<file path="config.mk">
export PLATFORM = sky130hd
export DESIGN_NAME = xmodem_crc_receiver_top_flat
export DESIGN_NICKNAME = d
export VERILOG_FILES = /design/src/rtl/xcrc_pkg.sv /design/src/rtl/xcrc_if.sv /design/src/rtl/xcrc_dp.sv /design/src/rtl/xcrc_ctrl.sv /design/src/rtl/xmodem_crc_receiver_top.sv /design/src/flat_wrapper.sv
export SDC_FILE = /design/constraint.sdc
export NUM_CORES = 2
export LEC_CHECK = 0
export BUFFER_PORTS_ARGS = -buffer_cell sky130_fd_sc_hd__buf_2
export CAP_MARGIN = 25
export CORE_MARGIN = 3
export CORE_UTILIZATION = 50
export CTS_CLUSTER_DIAMETER = 120
export DETAILED_ROUTE_END_ITERATION = 6
export PLACE_DENSITY = 0.77
export SYNTH_ARGS = -nofsm -noshare
export SYNTH_HDL_FRONTEND = slang
export SYNTH_HIERARCHICAL = 1
export SYNTH_SLANG_ARGS = --single-unit
</file>
<file path="constraint.sdc">
create_clock -name clk -period 14.1 [get_ports clk]
set_input_delay 2.82 -clock clk [delete_from_list [all_inputs] [get_ports clk]]
set_output_delay 2.82 -clock clk [all_outputs]
set_load 0.05 [all_outputs]
</file>
<file path="src/rtl/xcrc_pkg.sv">
package xcrc_pkg;

  localparam int PACKET_BYTES = 128;
  localparam int WORDS        = PACKET_BYTES / 4;
  localparam int WIDX_W       = $clog2(WORDS);
  localparam int CFG_IDX_W    = 3;

  // register indexes
  localparam logic [CFG_IDX_W-1:0] REG_FRAME_TMO  = 3'd0;
  localparam logic [CFG_IDX_W-1:0] REG_START_TMO  = 3'd1;
  localparam logic [CFG_IDX_W-1:0] REG_TMO_LIMIT  = 3'd2;
  localparam logic [CFG_IDX_W-1:0] REG_ERR_LIMIT  = 3'd3;
  localparam logic [CFG_IDX_W-1:0] REG_CANCEL_DLY = 3'd4;
  localparam logic [CFG_IDX_W-1:0] REG_FLASH_BASE = 3'd5;

  // actions
  localparam logic [1:0] ACT_START = 2'd0;
  localparam logic [1:0] ACT_BYTE  = 2'd1;
  localparam logic [1:0] ACT_TICK  = 2'd2;

  // result kinds
  localparam logic [1:0] KIND_REPLY = 2'd0;
  localparam logic [1:0] KIND_WRITE = 2'd1;
  localparam logic [1:0] KIND_DONE  = 2'd2;
  localparam logic [1:0] KIND_ABORT = 2'd3;

  // characters
  localparam logic [7:0] CH_SOH = 8'h01;
  localparam logic [7:0] CH_EOT = 8'h04;
  localparam logic [7:0] CH_ACK = 8'h06;
  localparam logic [7:0] CH_NAK = 8'h15;
  localparam logic [7:0] CH_CAN = 8'h18;
  localparam logic [7:0] CH_C   = 8'h43;

  // transfer modes
  localparam logic [1:0] MODE_IDLE = 2'd0;
  localparam logic [1:0] MODE_RECV = 2'd1;
  localparam logic [1:0] MODE_DONE = 2'd2;

  // output selection
  localparam logic [1:0] SHOW_NONE  = 2'd0;
  localparam logic [1:0] SHOW_WORD  = 2'd1;
  localparam logic [1:0] SHOW_REPLY = 2'd2;
  localparam logic [1:0] SHOW_TAIL  = 2'd3;

  localparam logic [15:0] CRC_POLY = 16'h1021;

  typedef struct packed {
    logic       take;
    logic       rd;
    logic       adv;
    logic [1:0] show;
  } dp_cmd_t;

  typedef struct packed {
    logic burst;
    logic reply;
    logic tail;
    logic word_last;
  } dp_sts_t;

  // CRC-16/XMODEM over one byte, msb first
  function automatic logic [15:0] crc_byte(input logic [15:0] c, input logic [7:0] b);
    logic [15:0] r;
    r = c ^ {b, 8'h00};
    for (int i = 0; i < 8; i++) begin
      r = r[15] ? ({r[14:0], 1'b0} ^ CRC_POLY) : {r[14:0], 1'b0};
    end
    return r;
  endfunction

endpackage

</file>
<file path="src/rtl/xcrc_if.sv">
interface xcrc_in_if;
  logic       valid;
  logic       ready;
  logic [1:0] action;
  logic [7:0] data_byte;
  logic       frame_start;
  modport source (output valid, action, data_byte, frame_start, input ready);
  modport sink   (input valid, action, data_byte, frame_start, output ready);
endinterface

interface xcrc_out_if;
  logic        valid;
  logic        ready;
  logic [1:0]  kind;
  logic [7:0]  reply_byte;
  logic [1:0]  reply_repeat;
  logic [31:0] write_address;
  logic [31:0] write_word;
  logic [15:0] packet_count;
  logic        last;
  modport source (output valid, kind, reply_byte, reply_repeat, write_address,
                  write_word, packet_count, last, input ready);
  modport sink   (input valid, kind, reply_byte, reply_repeat, write_address,
                  write_word, packet_count, last, output ready);
endinterface

interface xcrc_cfg_if;
  logic        valid;
  logic        ready;
  logic [2:0]  index;
  logic [31:0] data;
  modport source (output valid, index, data, input ready);
  modport sink   (input valid, index, data, output ready);
endinterface

</file>
<file path="src/rtl/xcrc_dp.sv">
module xcrc_dp
  import xcrc_pkg::*;
(
  input  logic                 clk,
  input  logic                 rst_n,
  input  dp_cmd_t              cmd,
  output dp_sts_t              sts,
  input  logic [1:0]           action,
  input  logic [7:0]           data_byte,
  input  logic                 frame_start,
  input  logic                 cfg_we,
  input  logic [CFG_IDX_W-1:0] cfg_index,
  input  logic [31:0]          cfg_data,
  output logic [1:0]           kind,
  output logic [7:0]           reply_byte,
  output logic [1:0]           reply_repeat,
  output logic [31:0]          write_address,
  output logic [31:0]          write_word,
  output logic [15:0]          packet_count,
  output logic                 last
);

  // configuration
  logic [15:0] frame_tmo_r, start_tmo_r, cancel_dly_r;
  logic [4:0]  tmo_limit_r;
  logic [3:0]  err_limit_r;
  logic [31:0] flash_base_r;

  // protocol state
  logic [1:0]  mode_r, mode_nxt;
  logic [15:0] tmo_r, tmo_nxt;
  logic [4:0]  tmo_err_r, tmo_err_nxt;
  logic [3:0]  crc_err_r, crc_err_nxt;
  logic [3:0]  seq_err_r, seq_err_nxt;
  logic [7:0]  last_seq_r, last_seq_nxt;
  logic [15:0] pkts_r, pkts_nxt;
  logic [15:0] cancel_r, cancel_nxt;
  logic [7:0]  bidx_r, bidx_nxt;
  logic [7:0]  hseq_r, hseq_nxt;
  logic [7:0]  hcomp_r, hcomp_nxt;
  logic [15:0] crc_r, crc_nxt;
  logic [7:0]  crch_r, crch_nxt;

  // result plan
  logic        burst_r, burst_nxt;
  logic        reply_r, reply_nxt;
  logic        tail_r, tail_nxt;
  logic [7:0]  rbyte_r, rbyte_nxt;
  logic [1:0]  rrep_r, rrep_nxt;
  logic [1:0]  tkind_r, tkind_nxt;
  logic [15:0] tcnt_r, tcnt_nxt;
  logic [31:0] addr_r, addr_nxt;
  logic [WIDX_W-1:0] widx_r, widx_nxt;

  // packet buffer
  logic [31:0] mem [WORDS];
  logic [31:0] rdata_r;
  logic        mem_we;
  logic [7:0]  boff;

  logic [7:0]  expect_seq;
  logic [15:0] got_crc;
  logic [3:0]  ssum;
  logic [5:0]  tsum;
  logic [15:0] tmo_dec;
  logic [15:0] cc;

  assign expect_seq = last_seq_r + 8'd1;
  assign got_crc    = {crch_r, data_byte};
  assign boff       = bidx_r - 8'd3;

  // work out the next state and the results of one item
  always_comb begin
    mode_nxt     = mode_r;
    tmo_nxt      = tmo_r;
    tmo_err_nxt  = tmo_err_r;
    crc_err_nxt  = crc_err_r;
    seq_err_nxt  = seq_err_r;
    last_seq_nxt = last_seq_r;
    pkts_nxt     = pkts_r;
    cancel_nxt   = cancel_r;
    bidx_nxt     = bidx_r;
    hseq_nxt     = hseq_r;
    hcomp_nxt    = hcomp_r;
    crc_nxt      = crc_r;
    crch_nxt     = crch_r;
    burst_nxt    = burst_r;
    reply_nxt    = reply_r;
    tail_nxt     = tail_r;
    rbyte_nxt    = rbyte_r;
    rrep_nxt     = rrep_r;
    tkind_nxt    = tkind_r;
    tcnt_nxt     = tcnt_r;
    addr_nxt     = addr_r;
    widx_nxt     = widx_r;
    mem_we       = 1'b0;
    ssum         = '0;
    tsum         = '0;
    tmo_dec      = '0;
    cc           = '0;

    if (cmd.adv) begin
      addr_nxt = addr_r + 32'd4;
      widx_nxt = widx_r + WIDX_W'(1);
    end

    if (cmd.take) begin
      burst_nxt = 1'b0;
      reply_nxt = 1'b0;
      tail_nxt  = 1'b0;
      rrep_nxt  = 2'd1;
      tcnt_nxt  = '0;
      case (action)
        ACT_START: begin
          reply_nxt    = 1'b1;
          rbyte_nxt    = CH_C;
          tmo_nxt      = start_tmo_r;
          last_seq_nxt = '0;
          pkts_nxt     = '0;
          bidx_nxt     = '0;
          tmo_err_nxt  = '0;
          crc_err_nxt  = '0;
          seq_err_nxt  = '0;
          mode_nxt     = MODE_RECV;
        end
        ACT_BYTE: begin
          if (mode_r == MODE_RECV) begin
            if (frame_start) begin
              bidx_nxt = '0;
              if (data_byte == CH_SOH) begin
                bidx_nxt = 8'd1;
                crc_nxt  = '0;
              end else begin
                tmo_nxt = frame_tmo_r;
                if (data_byte == CH_EOT) begin
                  mode_nxt  = MODE_DONE;
                  reply_nxt = 1'b1;
                  rbyte_nxt = CH_ACK;
                  tail_nxt  = 1'b1;
                  tkind_nxt = KIND_DONE;
                  tcnt_nxt  = pkts_r;
                end else if (data_byte == CH_CAN) begin
                  reply_nxt = 1'b1;
                  rbyte_nxt = CH_ACK;
                end
              end
            end else if (bidx_r != 8'd0) begin
              bidx_nxt = bidx_r + 8'd1;
              if (bidx_r == 8'd1) begin
                hseq_nxt = data_byte;
              end else if (bidx_r == 8'd2) begin
                hcomp_nxt = data_byte;
              end else if (bidx_r < 8'(3 + PACKET_BYTES)) begin
                mem_we  = 1'b1;
                crc_nxt = crc_byte(crc_r, data_byte);
              end else if (bidx_r == 8'(3 + PACKET_BYTES)) begin
                crch_nxt = data_byte;
              end else begin
                // packet check
                bidx_nxt  = '0;
                tmo_nxt   = frame_tmo_r;
                reply_nxt = 1'b1;
                rbyte_nxt = CH_NAK;
                if (hseq_r == expect_seq && hcomp_r == ~expect_seq) begin
                  if (got_crc == crc_r) begin
                    burst_nxt    = 1'b1;
                    addr_nxt     = flash_base_r + {9'd0, pkts_r, 7'd0};
                    widx_nxt     = '0;
                    pkts_nxt     = pkts_r + 16'd1;
                    last_seq_nxt = expect_seq;
                    rbyte_nxt    = CH_ACK;
                    tmo_err_nxt  = '0;
                    crc_err_nxt  = '0;
                    seq_err_nxt  = '0;
                  end else begin
                    ssum        = crc_err_r + 4'd1;
                    crc_err_nxt = (ssum > err_limit_r) ? err_limit_r : ssum;
                  end
                end else if (hseq_r == last_seq_r && hcomp_r == ~last_seq_r) begin
                  rbyte_nxt   = CH_ACK;
                  tmo_err_nxt = '0;
                  crc_err_nxt = '0;
                  seq_err_nxt = '0;
                end else begin
                  ssum        = seq_err_r + 4'd1;
                  seq_err_nxt = (ssum > err_limit_r) ? err_limit_r : ssum;
                end
                if (seq_err_nxt == err_limit_r || crc_err_nxt == err_limit_r) begin
                  rbyte_nxt  = CH_CAN;
                  rrep_nxt   = 2'd3;
                  cancel_nxt = cancel_dly_r;
                end
              end
            end
          end
        end
        ACT_TICK: begin
          cc = cancel_r;
          if (mode_r == MODE_RECV && tmo_r != 16'd0) begin
            tmo_dec = tmo_r - 16'd1;
            tmo_nxt = tmo_dec;
            if (tmo_dec == 16'd0) begin
              tsum        = {1'b0, tmo_err_r} + 6'd1;
              tmo_err_nxt = (tsum > {1'b0, tmo_limit_r}) ? 5'd0 : tsum[4:0];
              tmo_nxt     = frame_tmo_r;
              reply_nxt   = 1'b1;
              if (tmo_err_nxt == tmo_limit_r) begin
                rbyte_nxt = CH_CAN;
                rrep_nxt  = 2'd3;
                cc        = cancel_dly_r;
                tmo_nxt   = '0;
              end else begin
                rbyte_nxt = CH_NAK;
              end
            end
          end
          // cancel delay runs in any mode
          if (cc != 16'd0) begin
            cc = cc - 16'd1;
            if (cc == 16'd0) begin
              mode_nxt  = MODE_IDLE;
              tail_nxt  = 1'b1;
              tkind_nxt = KIND_ABORT;
            end
          end
          cancel_nxt = cc;
        end
        default: begin
        end
      endcase
    end
  end

  // hold control state
  always_ff @(posedge clk) begin
    if (!rst_n) begin
      frame_tmo_r  <= 16'd1000;
      start_tmo_r  <= 16'd3000;
      tmo_limit_r  <= 5'd25;
      err_limit_r  <= 4'd10;
      cancel_dly_r <= 16'd800;
      flash_base_r <= '0;
      mode_r       <= MODE_IDLE;
      tmo_r        <= '0;
      tmo_err_r    <= '0;
      crc_err_r    <= '0;
      seq_err_r    <= '0;
      last_seq_r   <= '0;
      pkts_r       <= '0;
      cancel_r     <= '0;
      bidx_r       <= '0;
      crc_r        <= '0;
      burst_r      <= 1'b0;
      reply_r      <= 1'b0;
      tail_r       <= 1'b0;
      widx_r       <= '0;
    end else begin
      if (cfg_we) begin
        case (cfg_index)
          REG_FRAME_TMO:  frame_tmo_r  <= cfg_data[15:0];
          REG_START_TMO:  start_tmo_r  <= cfg_data[15:0];
          REG_TMO_LIMIT:  tmo_limit_r  <= cfg_data[4:0];
          REG_ERR_LIMIT:  err_limit_r  <= cfg_data[3:0];
          REG_CANCEL_DLY: cancel_dly_r <= cfg_data[15:0];
          REG_FLASH_BASE: flash_base_r <= cfg_data;
          default: begin
          end
        endcase
      end
      mode_r     <= mode_nxt;
      tmo_r      <= tmo_nxt;
      tmo_err_r  <= tmo_err_nxt;
      crc_err_r  <= crc_err_nxt;
      seq_err_r  <= seq_err_nxt;
      last_seq_r <= last_seq_nxt;
      pkts_r     <= pkts_nxt;
      cancel_r   <= cancel_nxt;
      bidx_r     <= bidx_nxt;
      crc_r      <= crc_nxt;
      burst_r    <= burst_nxt;
      reply_r    <= reply_nxt;
      tail_r     <= tail_nxt;
      widx_r     <= widx_nxt;
    end
  end

  // payload registers
  always_ff @(posedge clk) begin
    hseq_r  <= hseq_nxt;
    hcomp_r <= hcomp_nxt;
    crch_r  <= crch_nxt;
    rbyte_r <= rbyte_nxt;
    rrep_r  <= rrep_nxt;
    tkind_r <= tkind_nxt;
    tcnt_r  <= tcnt_nxt;
    addr_r  <= addr_nxt;
  end

  // packet buffer: one byte lane written, one word read
  always_ff @(posedge clk) begin
    if (cmd.take && mem_we) begin
      mem[boff[6:2]][boff[1:0]*8 +: 8] <= data_byte;
    end
    if (cmd.rd) begin
      rdata_r <= mem[widx_r];
    end
  end

  assign sts.burst     = burst_r;
  assign sts.reply     = reply_r;
  assign sts.tail      = tail_r;
  assign sts.word_last = (widx_r == WIDX_W'(WORDS - 1));

  // drive the shown result
  always_comb begin
    kind          = KIND_REPLY;
    reply_byte    = '0;
    reply_repeat  = '0;
    write_address = '0;
    write_word    = '0;
    packet_count  = '0;
    last          = 1'b0;
    case (cmd.show)
      SHOW_WORD: begin
        kind          = KIND_WRITE;
        write_address = addr_r;
        write_word    = rdata_r;
      end
      SHOW_REPLY: begin
        reply_byte   = rbyte_r;
        reply_repeat = rrep_r;
        last         = !tail_r;
      end
      SHOW_TAIL: begin
        kind         = tkind_r;
        packet_count = tcnt_r;
        last         = 1'b1;
      end
      default: begin
      end
    endcase
  end

endmodule

</file>
<file path="src/rtl/xcrc_ctrl.sv">
module xcrc_ctrl
  import xcrc_pkg::*;
(
  input  logic    clk,
  input  logic    rst_n,
  input  logic    in_valid,
  output logic    in_ready,
  output logic    out_valid,
  input  logic    out_ready,
  input  dp_sts_t sts,
  output dp_cmd_t cmd
);

  localparam logic [2:0] S_IDLE  = 3'd0;
  localparam logic [2:0] S_PLAN  = 3'd1;
  localparam logic [2:0] S_RD    = 3'd2;
  localparam logic [2:0] S_WORD  = 3'd3;
  localparam logic [2:0] S_REPLY = 3'd4;
  localparam logic [2:0] S_TAIL  = 3'd5;

  logic [2:0] state_r, state_nxt;

  // sequence the results of one item
  always_comb begin
    state_nxt = state_r;
    in_ready  = 1'b0;
    out_valid = 1'b0;
    cmd       = '0;
    case (state_r)
      S_IDLE: begin
        in_ready = 1'b1;
        cmd.take = in_valid;
        if (in_valid) state_nxt = S_PLAN;
      end
      S_PLAN: begin
        if (sts.burst)      state_nxt = S_RD;
        else if (sts.reply) state_nxt = S_REPLY;
        else if (sts.tail)  state_nxt = S_TAIL;
        else                state_nxt = S_IDLE;
      end
      S_RD: begin
        cmd.rd    = 1'b1;
        state_nxt = S_WORD;
      end
      S_WORD: begin
        out_valid = 1'b1;
        cmd.show  = SHOW_WORD;
        if (out_ready) begin
          cmd.adv   = !sts.word_last;
          state_nxt = sts.word_last ? S_REPLY : S_RD;
        end
      end
      S_REPLY: begin
        out_valid = 1'b1;
        cmd.show  = SHOW_REPLY;
        if (out_ready) state_nxt = sts.tail ? S_TAIL : S_IDLE;
      end
      S_TAIL: begin
        out_valid = 1'b1;
        cmd.show  = SHOW_TAIL;
        if (out_ready) state_nxt = S_IDLE;
      end
      default: state_nxt = S_IDLE;
    endcase
  end

  always_ff @(posedge clk) begin
    if (!rst_n) begin
      state_r <= S_IDLE;
    end else begin
      state_r <= state_nxt;
    end
  end

endmodule

</file>
<file path="src/rtl/xmodem_crc_receiver_top.sv">
// Channel  | Dir | Payload                                            | Handshake
// in_ch    | in  | action, data_byte, frame_start                     | valid/ready
// out_ch   | out | kind, reply_byte, reply_repeat, write_address,     | valid/ready
//          |     | write_word, packet_count, last                     |
// cfg_ch   | in  | index, data                                        | valid/ready
//
// An item is accepted, then planned, then each of its results is shown in turn.
// A good packet adds 32 flash writes before the reply, each a buffer read and
// then a show of the word; the buffer read is registered.
// Reset is synchronous, active low; the packet buffer is not cleared.
// A stalled result holds; no new item is taken until the last result goes.
module xmodem_crc_receiver_top
  import xcrc_pkg::*;
(
  input  logic clk,
  input  logic rst_n,
  xcrc_in_if.sink    in_ch,
  xcrc_out_if.source out_ch,
  xcrc_cfg_if.sink   cfg_ch
);

  dp_cmd_t cmd;
  dp_sts_t sts;

  assign cfg_ch.ready = 1'b1;

  xcrc_ctrl u_ctrl (
    .clk       (clk),
    .rst_n     (rst_n),
    .in_valid  (in_ch.valid),
    .in_ready  (in_ch.ready),
    .out_valid (out_ch.valid),
    .out_ready (out_ch.ready),
    .sts       (sts),
    .cmd       (cmd)
  );

  xcrc_dp u_dp (
    .clk           (clk),
    .rst_n         (rst_n),
    .cmd           (cmd),
    .sts           (sts),
    .action        (in_ch.action),
    .data_byte     (in_ch.data_byte),
    .frame_start   (in_ch.frame_start),
    .cfg_we        (cfg_ch.valid),
    .cfg_index     (cfg_ch.index),
    .cfg_data      (cfg_ch.data),
    .kind          (out_ch.kind),
    .reply_byte    (out_ch.reply_byte),
    .reply_repeat  (out_ch.reply_repeat),
    .write_address (out_ch.write_address),
    .write_word    (out_ch.write_word),
    .packet_count  (out_ch.packet_count),
    .last          (out_ch.last)
  );

endmodule

</file>
<file path="src/flat_wrapper.sv">
// flat-port wrapper written by rule: the top's interface ports become plain ports
module xmodem_crc_receiver_top_flat import xcrc_pkg::*;
  (clk, rst_n, in_ch_valid, in_ch_action, in_ch_data_byte, in_ch_frame_start, in_ch_ready, out_ch_valid, out_ch_kind, out_ch_reply_byte, out_ch_reply_repeat, out_ch_write_address, out_ch_write_word, out_ch_packet_count, out_ch_last, out_ch_ready, cfg_ch_valid, cfg_ch_index, cfg_ch_data, cfg_ch_ready);
  xcrc_in_if in_ch_i ();
  xcrc_out_if out_ch_i ();
  xcrc_cfg_if cfg_ch_i ();
  input  logic clk;
  input  logic rst_n;
  input wire logic [$bits(in_ch_i.valid)-1:0] in_ch_valid;
  input wire logic [$bits(in_ch_i.action)-1:0] in_ch_action;
  input wire logic [$bits(in_ch_i.data_byte)-1:0] in_ch_data_byte;
  input wire logic [$bits(in_ch_i.frame_start)-1:0] in_ch_frame_start;
  output wire logic [$bits(in_ch_i.ready)-1:0] in_ch_ready;
  output wire logic [$bits(out_ch_i.valid)-1:0] out_ch_valid;
  output wire logic [$bits(out_ch_i.kind)-1:0] out_ch_kind;
  output wire logic [$bits(out_ch_i.reply_byte)-1:0] out_ch_reply_byte;
  output wire logic [$bits(out_ch_i.reply_repeat)-1:0] out_ch_reply_repeat;
  output wire logic [$bits(out_ch_i.write_address)-1:0] out_ch_write_address;
  output wire logic [$bits(out_ch_i.write_word)-1:0] out_ch_write_word;
  output wire logic [$bits(out_ch_i.packet_count)-1:0] out_ch_packet_count;
  output wire logic [$bits(out_ch_i.last)-1:0] out_ch_last;
  input wire logic [$bits(out_ch_i.ready)-1:0] out_ch_ready;
  input wire logic [$bits(cfg_ch_i.valid)-1:0] cfg_ch_valid;
  input wire logic [$bits(cfg_ch_i.index)-1:0] cfg_ch_index;
  input wire logic [$bits(cfg_ch_i.data)-1:0] cfg_ch_data;
  output wire logic [$bits(cfg_ch_i.ready)-1:0] cfg_ch_ready;
  assign in_ch_i.valid = in_ch_valid;
  assign in_ch_i.action = in_ch_action;
  assign in_ch_i.data_byte = in_ch_data_byte;
  assign in_ch_i.frame_start = in_ch_frame_start;
  assign in_ch_ready = in_ch_i.ready;
  assign out_ch_valid = out_ch_i.valid;
  assign out_ch_kind = out_ch_i.kind;
  assign out_ch_reply_byte = out_ch_i.reply_byte;
  assign out_ch_reply_repeat = out_ch_i.reply_repeat;
  assign out_ch_write_address = out_ch_i.write_address;
  assign out_ch_write_word = out_ch_i.write_word;
  assign out_ch_packet_count = out_ch_i.packet_count;
  assign out_ch_last = out_ch_i.last;
  assign out_ch_i.ready = out_ch_ready;
  assign cfg_ch_i.valid = cfg_ch_valid;
  assign cfg_ch_i.index = cfg_ch_index;
  assign cfg_ch_i.data = cfg_ch_data;
  assign cfg_ch_ready = cfg_ch_i.ready;
  xmodem_crc_receiver_top u_core (.clk(clk), .rst_n(rst_n), .in_ch(in_ch_i), .out_ch(out_ch_i), .cfg_ch(cfg_ch_i));
endmodule
</file>
Yosys cells after proc, flatten, opt, wreduce, memory -nomap -nowiden --
Memories as Yosys holds them, arrays and structs flattened. A register that Yosys moved wholly into a read port is not among the register bits. Cells that the tools add are included.
Operators by class: bitwise logic cells 18, reduce and logical (&&, ||, !) cells 42, shift operators 2, equal/unequal tests 64, $lt $le $gt $ge 4, mux-type cells 253, add/subtract/negate cells 13
Operator list (number):
- $mux W16 | 41
- $mux W32 | 15
- $mux W8 | 31
- $mux W4 | 41
- $mux W5 | 27
- $mux W13 | 8
- $pmux W16 S2 | 2
- $pmux W16 S3 | 1
- $ne A2 B2 Y1 const B | 23
- $mux W1 | 44
- $mux W2 | 20
- $neg A5 Y34 | 1
- $shift A8 B34 Y32 const A | 1
- $shiftx A8 B34 Y32 | 1
- $add A32 B23 Y32 | 1
- $add A32 B3 Y32 const B | 1
- $eq A8 B8 Y1 | 4
- $logic_not A16 Y1 | 2
- $pmux W8 S2 | 2
- $reduce_bool A16 Y1 | 2
- $sub A16 B1 Y16 const B | 2
- $mux W3 | 8
- $ne A3 B3 Y1 const B | 8
- $not A3 Y3 | 8
- 56 further kinds | 102
Storage, ports and cells: output and inout bits 96, RAM bits 1024, word-level logic and storage cells 426, flip-flop bits (word level) 279, input bits 51, memories 1
Memory list:
- u_core.u_dp.mem | depth 32, width 32, rd ports 1, clocked after memory_dff 1, write ports 1, RTL line xcrc_dp.sv:56 | logic [31:0] mem [WORDS];

Logic depth before layout (Yosys ltp) --
word-level depth 25, mapped depth 24, depth with buffers taken out 23

Modules after synthesis --
The synthesis kept the hierarchy.
By module, submodules not included:
- xcrc_dp | area each 56893.3 sq um, seq. area each 37656.1 sq um, times used 1, cells each 3768
- xcrc_ctrl | area each 289.0 sq um, seq. area each 60.1 sq um, times used 1, cells each 38
- xmodem_crc_receiver_top | area each 11.3 sq um, seq. area each 0.0 sq um, times used 1, cells each 2

Least setup slack after synthesis --
No wires, ideal clock.
kind reg-to-reg, start point register u_core.u_dp.tmo_err_r[0], end point register u_core.u_dp.mode_r[0], slack 8551 ps, arrival time 5477 ps, data required time 14028 ps, setup time 72 ps, buffers on the path 2, cell stages (with the launch flop) 24, period minus slack after synthesis 5549 ps, cells stage by stage dfxtp_1 -> ha_1 -> nand3_1 -> xnor2_1 -> ha_1 -> and3_1 -> a211oi_1 -> nor3_2 -> or3_1 -> a22o_1 -> nor4_2 -> buf_2 -> mux2i_1 -> ha_1 -> clkbuf_1 -> nand2_1 -> xor2_1 -> nand4_1 -> nor4_1 -> mux2i_1 -> a21oi_1 -> nand4_1 -> a211oi_2 -> mux2i_1
Between the ends: cells in the longest elaborated chain, start to end 13, elaborated cells on any way between the ends 15, those cells by class add/sub: 2; order compare: 1; eq/ne: 3; mux: 6; reduce/logical: 3
Ends and longest elaborated chain:
- start, declared | RTL line xcrc_dp.sv:32 | logic [4:0] tmo_err_r, tmo_err_nxt;
- start signal, assigned | RTL line xcrc_dp.sv:272 | tmo_err_r <= tmo_err_nxt;
- $add A5 B1 Y6 * | RTL line xcrc_dp.sv:203 | tsum = {1'b0, tmo_err_r} + 6'd1;
- $gt A6 B5 Y1 | RTL line xcrc_dp.sv:204 | tmo_err_nxt = (tsum > {1'b0, tmo_limit_r}) ? 5'd0 : tsum[4:0];
- $mux W5 * | RTL line xcrc_dp.sv:204
- $eq A5 B5 Y1 * | RTL line xcrc_dp.sv:207 | if (tmo_err_nxt == tmo_limit_r) begin
- $mux W16 * | RTL line xcrc_dp.sv:207
- $mux W16 * | RTL line xcrc_dp.sv:202 | if (tmo_dec == 16'd0) begin
- $mux W16 * | RTL line xcrc_dp.sv:199 | if (mode_r == MODE_RECV && tmo_r != 16'd0) begin
- $mux W16 * | RTL line xcrc_dp.sv:113 | case (action)
- $mux W16 * | RTL line xcrc_dp.sv:107 | if (cmd.take) begin
- $sub A16 B1 Y16 | RTL line xcrc_dp.sv:219 | cc = cc - 16'd1;
- $logic_not A16 Y1 | RTL line xcrc_dp.sv:220 | if (cc == 16'd0) begin
- $ne A2 B2 Y1 (no line)
- $reduce_and A8 Y1 (no line) *
- end signal, assigned | RTL line xcrc_dp.sv:270 | mode_r <= mode_nxt;
- end, declared | RTL line xcrc_dp.sv:30 | logic [1:0] mode_r, mode_nxt;
Mark *: on every way between the ends. The rest lies on a longest branch, timed or not. The select of a mux whose other input is x is not followed. A chain may end at the register's enable or synchronous reset.

==> impl_metrics.ini <==
[timing]
hold_violations = 0
setup_violations = 0
max_slew_margin_pct = 24.7
fin_crit_sh_pct = 45.1
final.min_clock_period_ns = 6.36
fin_skew_ns = 0.0396
finalMaxSlewViolations = 0
rsz0062_at_grt = no
max_freq_mhz = 157
worstMarginPinSlew_ns = 1.13
fin_tns_setup_ns = 0

[global_routing]
antenna_found_initial = 19
grt_pass1_vias = 33500
grt_remaining_overflow = 0
grt_max_degree = 77
grt.total_usage_pct = 26.0
grt_first_pass_wirelength_um = 227000

[yosys]
avgSynthCellArea_um2 = 15.0
synthMuxAreaShare_pct = 14.1
synth-main-ff-cell = edfxtp_1
synth_warnings = 6
ys_ff_latch = 1331
post_synth_num_cell_types = 89
synth_cells = 3808
synth_top_family_by_area = multiplexers
synth_xor_area_share_pct = 2.30
synth-edff-count = 1106
synth-compound-area-share_pct = 4.83
synth_adder_area_share_pct = 1.15
synth_area_um2 = 57200
synth-async-reset-ratio_pct = 0
ys_seq_area_share_pct = 65.9
synth-simple-area-share_pct = 9.84

[placed_design]
place_area_um2 = 59600
place.gp.congestion = 0.923
placedCellCount = 5283
detailed_place_hpwl_um = 95700
io_buffers = 143

[worst_setup_path]
worstSetupPathType = flip-flop to output pin
cp-end-kind = output pin
cp_max_fo = 33
r2r-start = u_core/u_dp/tmo_err_r[0]
arrival_ns = 3.54
timing.rr.end = u_core/u_dp/mode_r[0]
required_ns = 11.28
r2r_setup_slack_ns = 7.84
r2r_cells = 22
cp-start-kind = flip-flop

[die]
die_h_um = 344
io_pins = 147
core_area_um2 = 113000
die_w_um = 344
start_util_pct = 50.6
rows = 123
fp.dieArea_um2 = 118000

[status]
status = complete, but fails checks
violations = design-rule violations

[route]
drtPass1Iterations = 7
vias_per_cell = 6.40
post_drt_wl_per_cell_um = 28.0
drtIter0Drc = 4915
antenna_left = 0
drc_errors = 7
drt-total-wl_um = 155000
vias = 35400

[final_layout]
drive_gt1_share_pct = 20.2
design_area_um2 = 63900
fill_cells = 8552
post-route-util_pct = 56.6
fin_nets = 4026
finalNonFillerCells = 5531
area_growth_syn_to_layout_pct = 11.8

[clock_tree]
cts_max_level = 4
clock_latency_ns = 0.76
ctsResizeCount = 0
ctsLongestPathBuffers = 3
cts_hold_buf = 0
cts_setup_buffers = 0
cts_tree = built
numCtsBuffers = 131
path_clk_slew_ns = 0.07
clock_sinks = 1331
root_buffer = clkbuf_16

[run]
cap_violations = 0

[power_and_ir_drop]
power_density_nw_per_um2 = 125
vdd_drop_max_uv = 104
power_leakage_nw = 20.2

[hold_path]
min_from = u_core/u_dp/flash_base_r[1]
hold_class = flip-flop to flip-flop
worstHoldPathCells = 2
hold_end = u_core/u_dp/flash_base_r[1]
[routing by layer]
layer,global-route usage [%],vias to the layer above,part of all wire (%)
met2,41.0,2500,48
met3,6.00,364,12
met5,0,-,0.055
li1,-,14900,-
met1,35.1,17600,37
met4,10.5,12,3.8
[state kept, by name, summed over array words and instances, names as in the netlist, 5 cells and up]
register and count:
u_core/u_dp/addr_r 32, u_core/u_dp/bidx_r 8, u_core/u_dp/cancel_dly_r 16, u_core/u_dp/cancel_r 16, u_core/u_dp/crc_r 16, u_core/u_dp/crch_r 8
u_core/u_dp/flash_base_r 32, u_core/u_dp/frame_tmo_r 16, u_core/u_dp/hcomp_r 8, u_core/u_dp/hseq_r 8, u_core/u_dp/last_seq_r 8, u_core/u_dp/mem 1024
u_core/u_dp/pkts_r 16, u_core/u_dp/rbyte_r 6, u_core/u_dp/rdata_r 32, u_core/u_dp/start_tmo_r 16, u_core/u_dp/tcnt_r 16, u_core/u_dp/tmo_err_r 5
u_core/u_dp/tmo_limit_r 5, u_core/u_dp/tmo_r 16, u_core/u_dp/widx_r 5
[critical path: stages, from the launching register on]
cell,delay [ns]
dfxtp_1,0.56
nand2b_1,0.19
a21boi_1,0.16
buf_4,0.24
inv_1,0.12
nor2_4,0.47
buf_4,0.51
and2_1,0.23
buf_2,0.27
[where the power goes]
group	total, mW	leakage, nW	internal (mW)	switching (mW)
sequential	4.25	11.6	4.23	0.0166
combinational	0.262	6.53	0.0794	0.182
clock	3.46	2.04	1.96	1.49
total	7.96	20.2	6.27	1.69
[synthesized netlist by cell type, types with 8 or more instances]
master / number / area (um2)
o31ai_1: 11 / 82.6
mux4_2: 320 / 7210
a31oi_1: 9 / 56.3
or3_1: 28 / 175
dfxtp_1: 225 / 4500
nand3b_1: 8 / 60.1
nand2_1: 350 / 1310
a221oi_1: 11 / 96.3
a21oi_1: 172 / 861
nor2b_1: 27 / 169
a22oi_1: 26 / 195
buf_4: 8 / 60.1
ha_1: 51 / 638
nor4_1: 16 / 100
buf_2: 9 / 45.0
mux2i_1: 43 / 430
xnor2_1: 72 / 631
a211oi_1: 26 / 195
o211ai_1: 14 / 105
xor2_1: 78 / 683
clkbuf_1: 161 / 604
inv_1: 53 / 199
buf_1: 31 / 116
nor3_1: 69 / 345
nand3_1: 71 / 355
mux2_2: 36 / 405
nor2_1: 336 / 1260
nand4_1: 27 / 169
and3b_1: 9 / 78.8
and2_1: 109 / 682
nor3b_1: 12 / 90.1
edfxtp_1: 1106 / 33200
o22ai_1: 10 / 62.6
o21ai_0: 67 / 335
nand2b_1: 21 / 131
o21a_1: 9 / 67.6
and3_1: 48 / 300
[through the flow]
stage / hold WS [ns] / power (mW) / setup slack (ns)
2_1_floorplan: 0.425 / 4.50 / 8.55
3_3_place_gp: 0.439 / 4.58 / 7.78
3_5_place_dp: 0.445 / 4.59 / 7.64
4_1_cts: 0.454 / 8.00 / 7.65
5_1_grt: 0.468 / 8.17 / 7.45
6_report: 0.454 / 7.96 / 7.74
[final cells by class]
cell class | count | area (um2) | share of cell area (%)
Clock buffer | 166 | 3510 | 5.50
Antenna cell | 10 | 25.0 | 0.0391
Clock inverter | 65 | 676 | 1.06
Sequential cell | 1331 | 37700 | 59.0
Tap cell | 1500 | 1880 | 2.94
Inverter | 53 | 201 | 0.315
Timing Repair Buffer | 192 | 1230 | 1.93
Multi-Input combinational cell | 2214 | 18700 | 29.2
[logic make-up (layout without fill, tap and decap cells)]
logic type | Yosys count | count (layout)
other cells | 2 | 13
mux | 400 | 400
compound gates | 434 | 434
flops | 1331 | 1331
xor+xnor | 150 | 150
fa+ha+maj | 52 | 52
simple gates | 1175 | 1175
buf+inv | 264 | 476
[how the worst max path moves through the flow]
stage	startpoint	endpoint	slack, ns	cells past startpoint
2_1_floorplan	u_core/u_dp/tmo_err_r[0]	u_core/u_dp/mode_r[0]	8.55	23
3_3_place_gp	in_ch_action[1]	u_core/u_dp/mem[24][16]	7.78	11
3_5_place_dp	in_ch_action[1]	u_core/u_dp/mem[10][17]	7.64	11
4_1_cts	u_core/u_ctrl/state_r[1]	out_ch_write_word[29]	7.65	8
5_1_grt	u_core/u_dp/tmo_err_r[0]	u_core/u_dp/mode_r[0]	7.45	22
6_report	u_core/u_ctrl/state_r[1]	out_ch_write_word[19]	7.74	8
[layout by cell type (no fill, tap or decap), drive strengths merged, types with 51 or more instances in the layout]
master	netlist	layout
a21oi	173	173
buf	50	191
ha	51	51
clkbuf	161	167
and2	109	109
inv	53	61
xor2	78	78
dfxtp	225	225
xnor2	72	72
nor3	71	71
mux4	320	320
edfxtp	1106	1106
nand3	72	72
o21ai	70	70
nor2	338	338
nand2	350	350
(Power assumes the default switching activity.)
